`src/sfr_pkg.sv`:
```
// Shared types and constants for the stuffed frame receiver.
package sfr_pkg;

    localparam int BYTE_W = 8;
    localparam int KIND_W = 3;
    localparam int IDX_W  = 2;
    localparam int ODATA_W = 24;

    // configuration register indexes
    localparam logic [IDX_W-1:0] CFG_FLAG = 2'd0;
    localparam logic [IDX_W-1:0] CFG_ESC  = 2'd1;
    localparam logic [IDX_W-1:0] CFG_ADDR = 2'd2;

    localparam logic [BYTE_W-1:0] RST_FLAG = 8'h5C;
    localparam logic [BYTE_W-1:0] RST_ESC  = 8'h5D;
    localparam logic [BYTE_W-1:0] RST_ADDR = 8'h03;

    // control field values
    localparam logic [BYTE_W-1:0] CTL_SET  = 8'h07;
    localparam logic [BYTE_W-1:0] CTL_DISC = 8'h0A;
    localparam logic [BYTE_W-1:0] CTL_I0   = 8'h80;
    localparam logic [BYTE_W-1:0] CTL_I1   = 8'hC0;
    localparam logic [BYTE_W-1:0] CTL_UA   = 8'h06;
    localparam logic [BYTE_W-1:0] CTL_RR0  = 8'h11;
    localparam logic [BYTE_W-1:0] CTL_RR1  = 8'h01;
    localparam logic [BYTE_W-1:0] CTL_REJ0 = 8'h15;
    localparam logic [BYTE_W-1:0] CTL_REJ1 = 8'h05;
    localparam logic [BYTE_W-1:0] STUFFED_FLAG = 8'h7C;
    localparam logic [BYTE_W-1:0] STUFFED_ESC  = 8'h7D;

    // event kinds
    localparam logic [KIND_W-1:0] EV_DATA   = 3'd0;
    localparam logic [KIND_W-1:0] EV_SET    = 3'd1;
    localparam logic [KIND_W-1:0] EV_ACCEPT = 3'd2;
    localparam logic [KIND_W-1:0] EV_REJECT = 3'd3;
    localparam logic [KIND_W-1:0] EV_DISC   = 3'd4;

    // frame types
    localparam logic [1:0] FT_SET  = 2'd0;
    localparam logic [1:0] FT_DISC = 2'd1;
    localparam logic [1:0] FT_I0   = 2'd2;
    localparam logic [1:0] FT_I1   = 2'd3;

    typedef struct packed {
        logic [BYTE_W-1:0] flag;
        logic [BYTE_W-1:0] esc;
        logic [BYTE_W-1:0] addr;
    } t_cfg;

    typedef struct packed {
        logic              valid;
        logic [KIND_W-1:0] kind;
        logic [BYTE_W-1:0] data;
        logic [BYTE_W-1:0] reply;
    } t_result;

    function automatic logic [BYTE_W-1:0] ctl_of_type(input logic [1:0] ft);
        logic [BYTE_W-1:0] c;
        unique case (ft)
            FT_SET:  c = CTL_SET;
            FT_DISC: c = CTL_DISC;
            FT_I0:   c = CTL_I0;
            default: c = CTL_I1;
        endcase
        return c;
    endfunction

endpackage

```
`src/stuffed_frame_receiver.sv`:
```
// Top level of the stuffed frame receiver: input register, core, result register.
// Path: an accepted byte beat is held in the input register, decoded by the core
// combinationally and then captured as a result beat in the result register.
// Throughput: one byte per cycle unless the output stalls; the frame state updates
// from the input register; the result register drains in parallel with the next beat.
// Reset: synchronous, active low; clears the hunt state, pipeline valids and loads the
// default flag 0x5C, escape 0x5D and address 0x03.
module stuffed_frame_receiver
    import sfr_pkg::*;
(
    input  logic               i_clk,
    input  logic               i_rst_n,
    input  logic               i_s_tvalid,
    output logic               o_s_tready,
    input  logic [BYTE_W-1:0]  i_s_tdata,   // [7:0] rx_byte
    output logic               o_m_tvalid,
    input  logic               i_m_tready,
    output logic [ODATA_W-1:0] o_m_tdata,   // [2:0] event_kind, [10:3] data_byte,
                                            // [18:11] reply_control, [23:19] zero
    input  logic               i_cfg_we,
    input  logic [IDX_W-1:0]   i_cfg_idx,
    input  logic [BYTE_W-1:0]  i_cfg_data
);

    t_cfg              cfg;
    t_result           res;
    logic              r_in_vld;
    logic [BYTE_W-1:0] r_in_byte;
    logic              r_out_vld;
    t_result           r_out;
    logic              advance;
    logic              step;

    assign advance    = !r_out_vld || i_m_tready;
    assign step       = r_in_vld && advance;
    assign o_s_tready = !r_in_vld || advance;

    sfr_cfg_regs u_cfg (
        .i_clk   (i_clk),
        .i_rst_n (i_rst_n),
        .i_we    (i_cfg_we),
        .i_idx   (i_cfg_idx),
        .i_data  (i_cfg_data),
        .o_cfg   (cfg)
    );

    sfr_core u_core (
        .i_clk   (i_clk),
        .i_rst_n (i_rst_n),
        .i_step  (step),
        .i_byte  (r_in_byte),
        .i_cfg   (cfg),
        .o_res   (res)
    );

    always_ff @(posedge i_clk) begin
        if (!i_rst_n) begin
            r_in_vld <= 1'b0;
        end else if (o_s_tready) begin
            r_in_vld <= i_s_tvalid;
        end
    end

    always_ff @(posedge i_clk) begin
        if (o_s_tready && i_s_tvalid) begin
            r_in_byte <= i_s_tdata;
        end
    end

    always_ff @(posedge i_clk) begin
        if (!i_rst_n) begin
            r_out_vld <= 1'b0;
        end else if (advance) begin
            r_out_vld <= step && res.valid;
        end
    end

    always_ff @(posedge i_clk) begin
        if (step && res.valid) begin
            r_out <= res;
        end
    end

    assign o_m_tvalid = r_out_vld;
    assign o_m_tdata  = {{(ODATA_W - KIND_W - 2*BYTE_W){1'b0}},
                         r_out.reply, r_out.data, r_out.kind};

`ifndef SYNTHESIS
    a_kind_range: assert property (@(posedge i_clk) disable iff (!i_rst_n)
        o_m_tvalid |-> (o_m_tdata[2:0] <= EV_DISC))
        else $error("event kind out of range");

    a_data_no_reply: assert property (@(posedge i_clk) disable iff (!i_rst_n)
        (o_m_tvalid && o_m_tdata[2:0] == EV_DATA) |-> (o_m_tdata[18:11] == '0))
        else $error("data beat carries a reply control");

    a_event_no_data: assert property (@(posedge i_clk) disable iff (!i_rst_n)
        (o_m_tvalid && o_m_tdata[2:0] != EV_DATA) |-> (o_m_tdata[10:3] == '0))
        else $error("event beat carries a data byte");

    a_in_hold: assert property (@(posedge i_clk) disable iff (!i_rst_n)
        (r_in_vld && !advance) |=> (r_in_vld && $stable(r_in_byte)))
        else $error("input register lost a stalled byte");
`endif

endmodule

```
`src/sfr_cfg_regs.sv`:
```
// Configuration registers: flag, escape and address bytes.
module sfr_cfg_regs
    import sfr_pkg::*;
(
    input  logic              i_clk,
    input  logic              i_rst_n,
    input  logic              i_we,
    input  logic [IDX_W-1:0]  i_idx,
    input  logic [BYTE_W-1:0] i_data,
    output t_cfg              o_cfg
);

    t_cfg r_cfg;

    always_ff @(posedge i_clk) begin
        if (!i_rst_n) begin
            r_cfg.flag <= RST_FLAG;
            r_cfg.esc  <= RST_ESC;
            r_cfg.addr <= RST_ADDR;
        end else if (i_we) begin
            unique case (i_idx)
                CFG_FLAG: r_cfg.flag <= i_data;
                CFG_ESC:  r_cfg.esc  <= i_data;
                CFG_ADDR: r_cfg.addr <= i_data;
                default: ;
            endcase
        end
    end

    assign o_cfg = r_cfg;

endmodule

```
`src/sfr_core.sv`:
```
// Frame hunt, destuffing and check logic for one received byte per step.
module sfr_core
    import sfr_pkg::*;
(
    input  logic              i_clk,
    input  logic              i_rst_n,
    input  logic              i_step,
    input  logic [BYTE_W-1:0] i_byte,
    input  t_cfg              i_cfg,
    output t_result           o_res
);

    localparam logic [2:0] HS_START = 3'd0;
    localparam logic [2:0] HS_FLAG  = 3'd1;
    localparam logic [2:0] HS_ADDR  = 3'd2;
    localparam logic [2:0] HS_CTRL  = 3'd3;
    localparam logic [2:0] HS_SUPV  = 3'd4;
    localparam logic [2:0] HS_DATA  = 3'd5;

    logic [2:0]        r_hunt, n_hunt;
    logic [1:0]        r_ftype, n_ftype;
    logic              r_esc_pend, n_esc_pend;
    logic              r_held_vld, n_held_vld;
    logic [BYTE_W-1:0] r_held, n_held;
    logic [BYTE_W-1:0] r_xor, n_xor;

    logic              is_flag;
    logic              have;
    logic              one;
    logic [BYTE_W-1:0] dbyte;

    assign is_flag = (i_byte == i_cfg.flag);
    assign one     = (r_ftype == FT_I1);

    always_comb begin
        n_hunt     = r_hunt;
        n_ftype    = r_ftype;
        n_esc_pend = r_esc_pend;
        n_held_vld = r_held_vld;
        n_held     = r_held;
        n_xor      = r_xor;
        have       = 1'b0;
        dbyte      = '0;
        o_res      = '0;
        unique case (r_hunt)
            HS_FLAG: begin
                if (i_byte == i_cfg.addr) n_hunt = HS_ADDR;
                else if (is_flag)         n_hunt = HS_FLAG;
                else                      n_hunt = HS_START;
            end
            HS_ADDR: begin
                n_hunt = HS_CTRL;
                if (i_byte == CTL_SET)       n_ftype = FT_SET;
                else if (i_byte == CTL_DISC) n_ftype = FT_DISC;
                else if (i_byte == CTL_I0)   n_ftype = FT_I0;
                else if (i_byte == CTL_I1)   n_ftype = FT_I1;
                else if (is_flag)            n_hunt  = HS_FLAG;
                else                         n_hunt  = HS_START;
            end
            HS_CTRL: begin
                if (i_byte == (i_cfg.addr ^ ctl_of_type(r_ftype))) begin
                    if (r_ftype[1]) begin
                        n_hunt     = HS_DATA;
                        n_esc_pend = 1'b0;
                        n_held_vld = 1'b0;
                        n_held     = '0;
                        n_xor      = '0;
                    end else begin
                        n_hunt = HS_SUPV;
                    end
                end else if (is_flag) n_hunt = HS_FLAG;
                else                  n_hunt = HS_START;
            end
            HS_SUPV: begin
                n_hunt = HS_START;
                if (is_flag) begin
                    o_res.valid = 1'b1;
                    if (r_ftype == FT_SET) begin
                        o_res.kind  = EV_SET;
                        o_res.reply = CTL_UA;
                    end else begin
                        o_res.kind = EV_DISC;
                    end
                end
            end
            HS_DATA: begin
                if (is_flag) begin
                    // closing flag: the held byte is the check byte
                    n_hunt      = HS_START;
                    n_esc_pend  = 1'b0;
                    n_held_vld  = 1'b0;
                    o_res.valid = 1'b1;
                    if (r_held_vld && r_held == r_xor) begin
                        o_res.kind  = EV_ACCEPT;
                        o_res.reply = one ? CTL_RR1 : CTL_RR0;
                    end else begin
                        o_res.kind  = EV_REJECT;
                        o_res.reply = one ? CTL_REJ1 : CTL_REJ0;
                    end
                end else begin
                    if (r_esc_pend) begin
                        n_esc_pend = 1'b0;
                        if (i_byte == STUFFED_FLAG) begin
                            dbyte = i_cfg.flag;
                            have  = 1'b1;
                        end else if (i_byte == STUFFED_ESC) begin
                            dbyte = i_cfg.esc;
                            have  = 1'b1;
                        end
                    end else if (i_byte == i_cfg.esc) begin
                        n_esc_pend = 1'b1;
                    end else begin
                        dbyte = i_byte;
                        have  = 1'b1;
                    end
                    if (have) begin
                        n_held_vld = 1'b1;
                        n_held     = dbyte;
                        if (r_held_vld) begin
                            n_xor       = r_xor ^ r_held;
                            o_res.valid = 1'b1;
                            o_res.kind  = EV_DATA;
                            o_res.data  = r_held;
                        end
                    end
                end
            end
            default: n_hunt = is_flag ? HS_FLAG : HS_START;
        endcase
    end

    always_ff @(posedge i_clk) begin
        if (!i_rst_n) begin
            r_hunt     <= HS_START;
            r_ftype    <= FT_SET;
            r_esc_pend <= 1'b0;
            r_held_vld <= 1'b0;
            r_held     <= '0;
            r_xor      <= '0;
        end else if (i_step) begin
            r_hunt     <= n_hunt;
            r_ftype    <= n_ftype;
            r_esc_pend <= n_esc_pend;
            r_held_vld <= n_held_vld;
            r_held     <= n_held;
            r_xor      <= n_xor;
        end
    end

endmodule

```
`config.mk`:
```
export PLATFORM = sky130hd
export DESIGN_NAME = stuffed_frame_receiver
export DESIGN_NICKNAME = d
export VERILOG_FILES = /design/src/sfr_pkg.sv /design/src/stuffed_frame_receiver.sv /design/src/sfr_cfg_regs.sv /design/src/sfr_core.sv
export SDC_FILE = /design/constraint.sdc
export NUM_CORES = 1
export LEC_CHECK = 0
export ABC_CLOCK_PERIOD_IN_PS = 8400
export BUFFER_PORTS_ARGS = -buffer_cell sky130_fd_sc_hd__buf_2
export CORE_MARGIN = 3
export CORE_UTILIZATION = 45
export CTS_BUF_LIST = sky130_fd_sc_hd__clkbuf_16
export DETAILED_ROUTE_END_ITERATION = 8
export PLACE_DENSITY_LB_ADDON = 0.05
export SLEW_MARGIN = 20
export SYNTH_ARGS = -nofsm -noshare
export SYNTH_HDL_FRONTEND = slang
export SYNTH_SLANG_ARGS = --single-unit
```
`constraint.sdc`:
```
create_clock -name i_clk -period 8.4 [get_ports i_clk]
set_clock_uncertainty 0.05 [all_clocks]
set_input_delay 0.84 -clock i_clk [delete_from_list [all_inputs] [get_ports i_clk]]
set_output_delay 0.84 -clock i_clk [all_outputs]
set_load 0.005 [all_outputs]
```
; Word level (Yosys, flattened, before mapping)
; Cells that the tools add are included.
[totals]
regBits = 76
input_bits = 23
out_inout_bits = 26
word_cells = 128
[op_classes]
n_eq_ne = 28
mux = 58
n_bitwise = 5
n_reduce_logical = 22
[op_table]
columns = cell, n
row1 = two-way mux 8 bit, 15
row2 = one-hot mux 8 bit (2 select lines), 3
row3 = == test 8 bit, 5
row4 = two-way mux 3 bit, 9
row5 = two-way mux 12 bit, 2
row6 = one-hot mux 8 bit (3 select lines), 1
row7 = "== test 8 x 7 -> 1 bit, second input constant", 2
row8 = "== test 8 bit, second input constant", 2
row9 = two-way mux 1 bit, 16
row10 = bitwise XOR 8 bit, 2
row11 = one-hot mux 3 bit (5 select lines), 1
row12 = two-way mux 5 bit, 2
row13 = "!= test 2 x 1 -> 1 bit, second input constant", 5
row14 = "== test 8 x 3 -> 1 bit, second input constant", 1
row15 = "== test 8 x 4 -> 1 bit, second input constant", 1
row16 = two-way mux 2 bit, 4
row17 = two-way mux 4 bit, 2
row18 = one-hot mux 4 bit (2 select lines), 1
row19 = AND reduction 2 bit, 4
row20 = AND reduction 7 bit, 1
row21 = "== test 2 bit, second input constant", 3
row22 = "== test 3 x 2 -> 1 bit, second input constant", 2
row23 = "== test 3 bit, second input constant", 2
row24 = AND reduction 6 bit, 1
row25 = 16 further kinds, 26

; Longest topological paths before layout
[logic_depth]
word_depth = 10
mapped_depth = 9
depth_no_buf = 6

; Cells and area by module
; Synthesis repeated with hierarchy kept, for this count alone.
[hier_totals]
hier_cells = 425
area_unflattened_um2 = 4164.0
[by_module_without_submodules]
columns = mod, n_inst, cells_per_inst, area_per_inst_um2, seq_area_each_um2
row1 = sfr_core, 1, 281, 2209.6, 460.4
row2 = sfr_cfg_regs, 1, 98, 989.7, 480.5
row3 = stuffed_frame_receiver, 1, 46, 964.7, 850.8

; Least setup slack after synthesis
; Ideal clock, no wire load.
[synth_path]
path_kind = register to register
start = register r_in_byte[1]
end = register r_out, in the netlist o_m_tdata[10] (enable)
setup_time_ns = 0.400
arrival_time_ns = 2.719
setup_slack_ns = 5.232
path_stages_with_launch = 9
path_buffers = 3
cell_sequence = edfxtp_1 buf_12 or4_4 buf_6 a32o_2 buf_6 nor2_1 nor2_1 nor3_1
[synth_between]
elab_chain_cells = 10
word_cells_on_any_way = 15
cone_classes = eq/ne: 4 / mux: 10 / reduce/logical: 1
[synth_rtl]
columns = item, line_no
row1 = "start, declared", stuffed_frame_receiver.sv:28  ; logic [BYTE_W-1:0] r_in_byte;
row2 = "start signal, assigned", stuffed_frame_receiver.sv:66  ; r_in_byte <= i_s_tdata;
row3 = == test 8 x 7 -> 1 bit, sfr_core.sv:106  ; end else if (i_byte == STUFFED_ESC) begin
row4 = two-way mux 1 bit, sfr_core.sv:106
row5 = two-way mux 1 bit, sfr_core.sv:103  ; if (i_byte == STUFFED_FLAG) begin
row6 = two-way mux 1 bit, sfr_core.sv:101  ; if (r_esc_pend) begin
row7 = two-way mux 1 bit, sfr_core.sv:87  ; if (is_flag) begin
row8 = two-way mux 1 bit, sfr_core.sv:45  ; unique case (r_hunt)
row9 = two-way mux 12 bit, sfr_core.sv:116  ; if (have) begin
row10 = two-way mux 4 bit, sfr_core.sv:87
row11 = one-hot mux 4 bit (2 select lines) (*), sfr_core.sv:45
row12 = logical AND 1 bit (*), stuffed_frame_receiver.sv:79  ; if (step && res.valid) begin
row13 = "end signal, assigned", stuffed_frame_receiver.sv:80  ; r_out <= res;
row14 = "end, declared", stuffed_frame_receiver.sv:30  ; t_result r_out;
; Mark *: on every way between the ends. The rest lies on a longest branch, timed or not. The select of a mux whose other input is x is not followed.
; A chain may end at the register's enable or synchronous reset.

; Worst setup path in the final report
[layout_path]
start = register r_in_byte[0]
end = register r_out, in the netlist o_m_tdata[6] (enable)
; The elaborated chain is that of the path after synthesis.

==> impl_results.md <==
- Io pins: 49
- Initial DRC Count: 162
- Final setup TNS: 0 ps
- PD cells: 191 mW/mm^2
- Nets: 445
- Sequential share of the synthesized area: 42.7%
- Worst Setup End Kind: flop
- Netlist cell types: 59
- Post-route setup slack: 5310 ps
- PortBufs: 39
- Hold-fix buffers, CTS: 0
- RSZ-0062 raised after global routing: no
- Post-route ant nets: 0
- List of most frequent post-synthesis cells: nand2_1 (54), dfxtp_1 (49), mux2i_1 (35)
- CP arrival: 3000 ps
- Fillers: 740
- Layout Cells excl Fill: 529
- Slowest stage delay, CP: 820 ps
- Die Height: 97.6 microns
- DRC: 0
- Fmax: 0.323 GHz
- CTS clk-pin slew, worst paths: 60 ps
- Yosys top cell area share: 26.0%
- Clk sinks: 70
- Slew margin rel.: 31.4%
- Max_cap viols: 0
- Core area: 0.00793 sq mm
- First-pass GRT wire length: 14400 microns
- Detailed-route wire length: 8480 microns
- H-tree levels: 3
- Vias per cell: 5.37
- CP dominant cell by count: nor2_1
- Worst Path Buf+Inv: 0
- Die ar.: 0.00953 sq mm
- Min Tclk post-route: 3090 ps
- Fin. Hold Viols: 0
- Final Slew Violations: 0
- Post-synthesis cell area: 0.00378 sq mm
- Post-CTS setup buffer count: 0
- Synth area leaders: dfxtp_1 (26%), edfxtp_1 (17%), mux2i_1 (9.3%)
- Total gr overflow: 0
- CTS resizes: 0
- Final worst-path cycle share: 36.8%
- #FFs+latches synth: 70
- Crit-path max FO: 15
- Least-Margin Pin Slew: 1020 ps
- Leak: 1.59 nW
- Synth Flop Type: dfxtp_1
- Core Rows: 32
- Critical Path RT: 8300 ps
- Placed insts: 513
- CP startpoint kind: flop
- CTS tree: yes
- Cell taking the most area after synthesis: dfxtp_1
- Pre-CTS worst setup slack: 5210 ps
- Bufs on Longest Clock Path: 2
- Worst-path cell chain: xnor2_1, nand4_1, nor2_1, nor2_1, nor3_2
- Top delay family on crit path: simple AND/OR/NAND/NOR gates
- Status: completed
- Number of global-route vias before repair: 2789
- Fin util: 52.9%
- Post-DP HPWL: 6200 microns
- Die Width: 97.6 microns
- Crit path kind: reg -> reg
- Maximum vdd drop: 0.000115 V
- Post-synth EDFFs: 21
- Ant. Diodes: 0
- Routability-driven placement congestion ratio: 0.847
- Largest net degree at the start of global routing: 29
- Syn Area/Cell: 9.51 sq um
- Yosys warning count: 0
- CTS buffer count: 9
- Final Setup Violations: 0
- Async SR Flop Fraction: 0%
- Initial cell density of the core: 47.6%
- Routed via count: 2843
- Most frequent cell after synthesis: nand2_1
- Worst-skew pair later-pin latency: 330 ps
- Root buffer cell: clkbuf_16
- GRT Overall Usage: 18.8%
- First drt pass iteration count: 4
- Layout cells sized above 1: 17.6%
- Initial antenna violation count: 0
- DR WL/cell: 16.0 microns
- Area Overhead vs Synth: 11.1%
- Critical path's slowest cell: nor3_2
- Post-Syn Instances: 397
- HP Class: reg -> reg
## kinds of logic after synthesis
group / after synthesis / share of synthesized area (%)
buffers and inverters: 41 / 6.99
AND/OR/NAND/NOR: 152 / 21.6
XOR/XNOR: 32 / 7.62
multiplexers: 35 / 9.28
AO/OA/AOI/OAI: 66 / 11.7
other: 1 / 0.0993
flip-flops: 70 / 42.7
## registers in the layout, summed over array words and instances, names as in the netlist
signal             cells
o_m_tvalid             1
r_in_byte              8
u_core.r_xor           8
u_core.r_held          8
u_core.r_held_vld      1
o_m_tdata             13
u_core.r_hunt          3
r_in_vld               1
u_cfg.o_cfg           24
u_core.r_esc_pend      1
u_core.r_ftype         2
## path summary, 6_finish.rpt
kind                                start                           end  slack (ps)  cells after the start
min          u_core.r_xor[1]$_SDFFE_PN0P_  u_core.r_xor[1]$_SDFFE_PN0P_         440                      2
max                r_in_byte[0]$_DFFE_PP_    o_m_tdata[6]$_SDFFCE_PP0P_        5310                      5
min reg2reg  u_core.r_xor[1]$_SDFFE_PN0P_  u_core.r_xor[1]$_SDFFE_PN0P_         440                      2
max reg2reg        r_in_byte[0]$_DFFE_PP_    o_m_tdata[6]$_SDFFCE_PP0P_        5310                      5
## per-layer routing
metal	part of all wire (%)	global-route usage, %
met3	5.9	4.59
met1	46	24.7
met4	1.5	7.03
met5	0	0
met2	47	30.0
## power breakdown
part,switching [mW],internal [mW]
Sequential,0.0164,0.356
Clock,0.144,0.227
Combinational,0.0308,0.0250
Total,0.191,0.608
## per-stage QoR
step	power, mW	hold slack, ps	area, sq um
finish	0.799	437	4190
global route	0.833	459	4190
CTS	0.805	437	4190
detailed placement	0.435	429	3900
global placement	0.435	420	3900
floorplan	0.424	402	3810
## cell type report
type	instances	area [sq um]	area share, %
flip-flops and latches	70	1610	38.4
inverters	7	26.3	0.626
multi-input cells	294	1940	46.2
well taps	102	128	3.04
clock buffers	9	225	5.37
repair buffers	40	203	4.83
clock inverters	7	65.1	1.55
## worst register-to-register path: cells and delay by family (launching register included)
| family | cells | cell delay (ps) |
|---|---|---|
| flops | 1 | 790 |
| xor+xnor | 1 | 190 |
| simple gates | 4 | 1670 |
## cells in the final DEF, fill, tap and decap left out, types with 2 or more instances in the layout
cell type and count:
a21oi_1 10, and2_1 2, and2_2 8, and3b_1 2, buf_2 39, clkbuf_16 9
clkinv_1 2, clkinvlp_4 3, conb_1 9, dfxtp_1 49, edfxtp_1 21, inv_1 7
mux2i_1 35, nand2_1 54, nand2b_1 10, nand3_1 10, nand3b_1 2, nand4_1 5
nor2_1 29, nor2b_1 3, nor3_1 3, nor3b_1 2, nor4_1 8, o211ai_1 6
o21ai_0 11, o21ai_1 9, o22ai_1 9, o31a_1 8, xnor2_1 13, xor2_1 18
No activity file was read; power rests on OpenSTA's default activity.
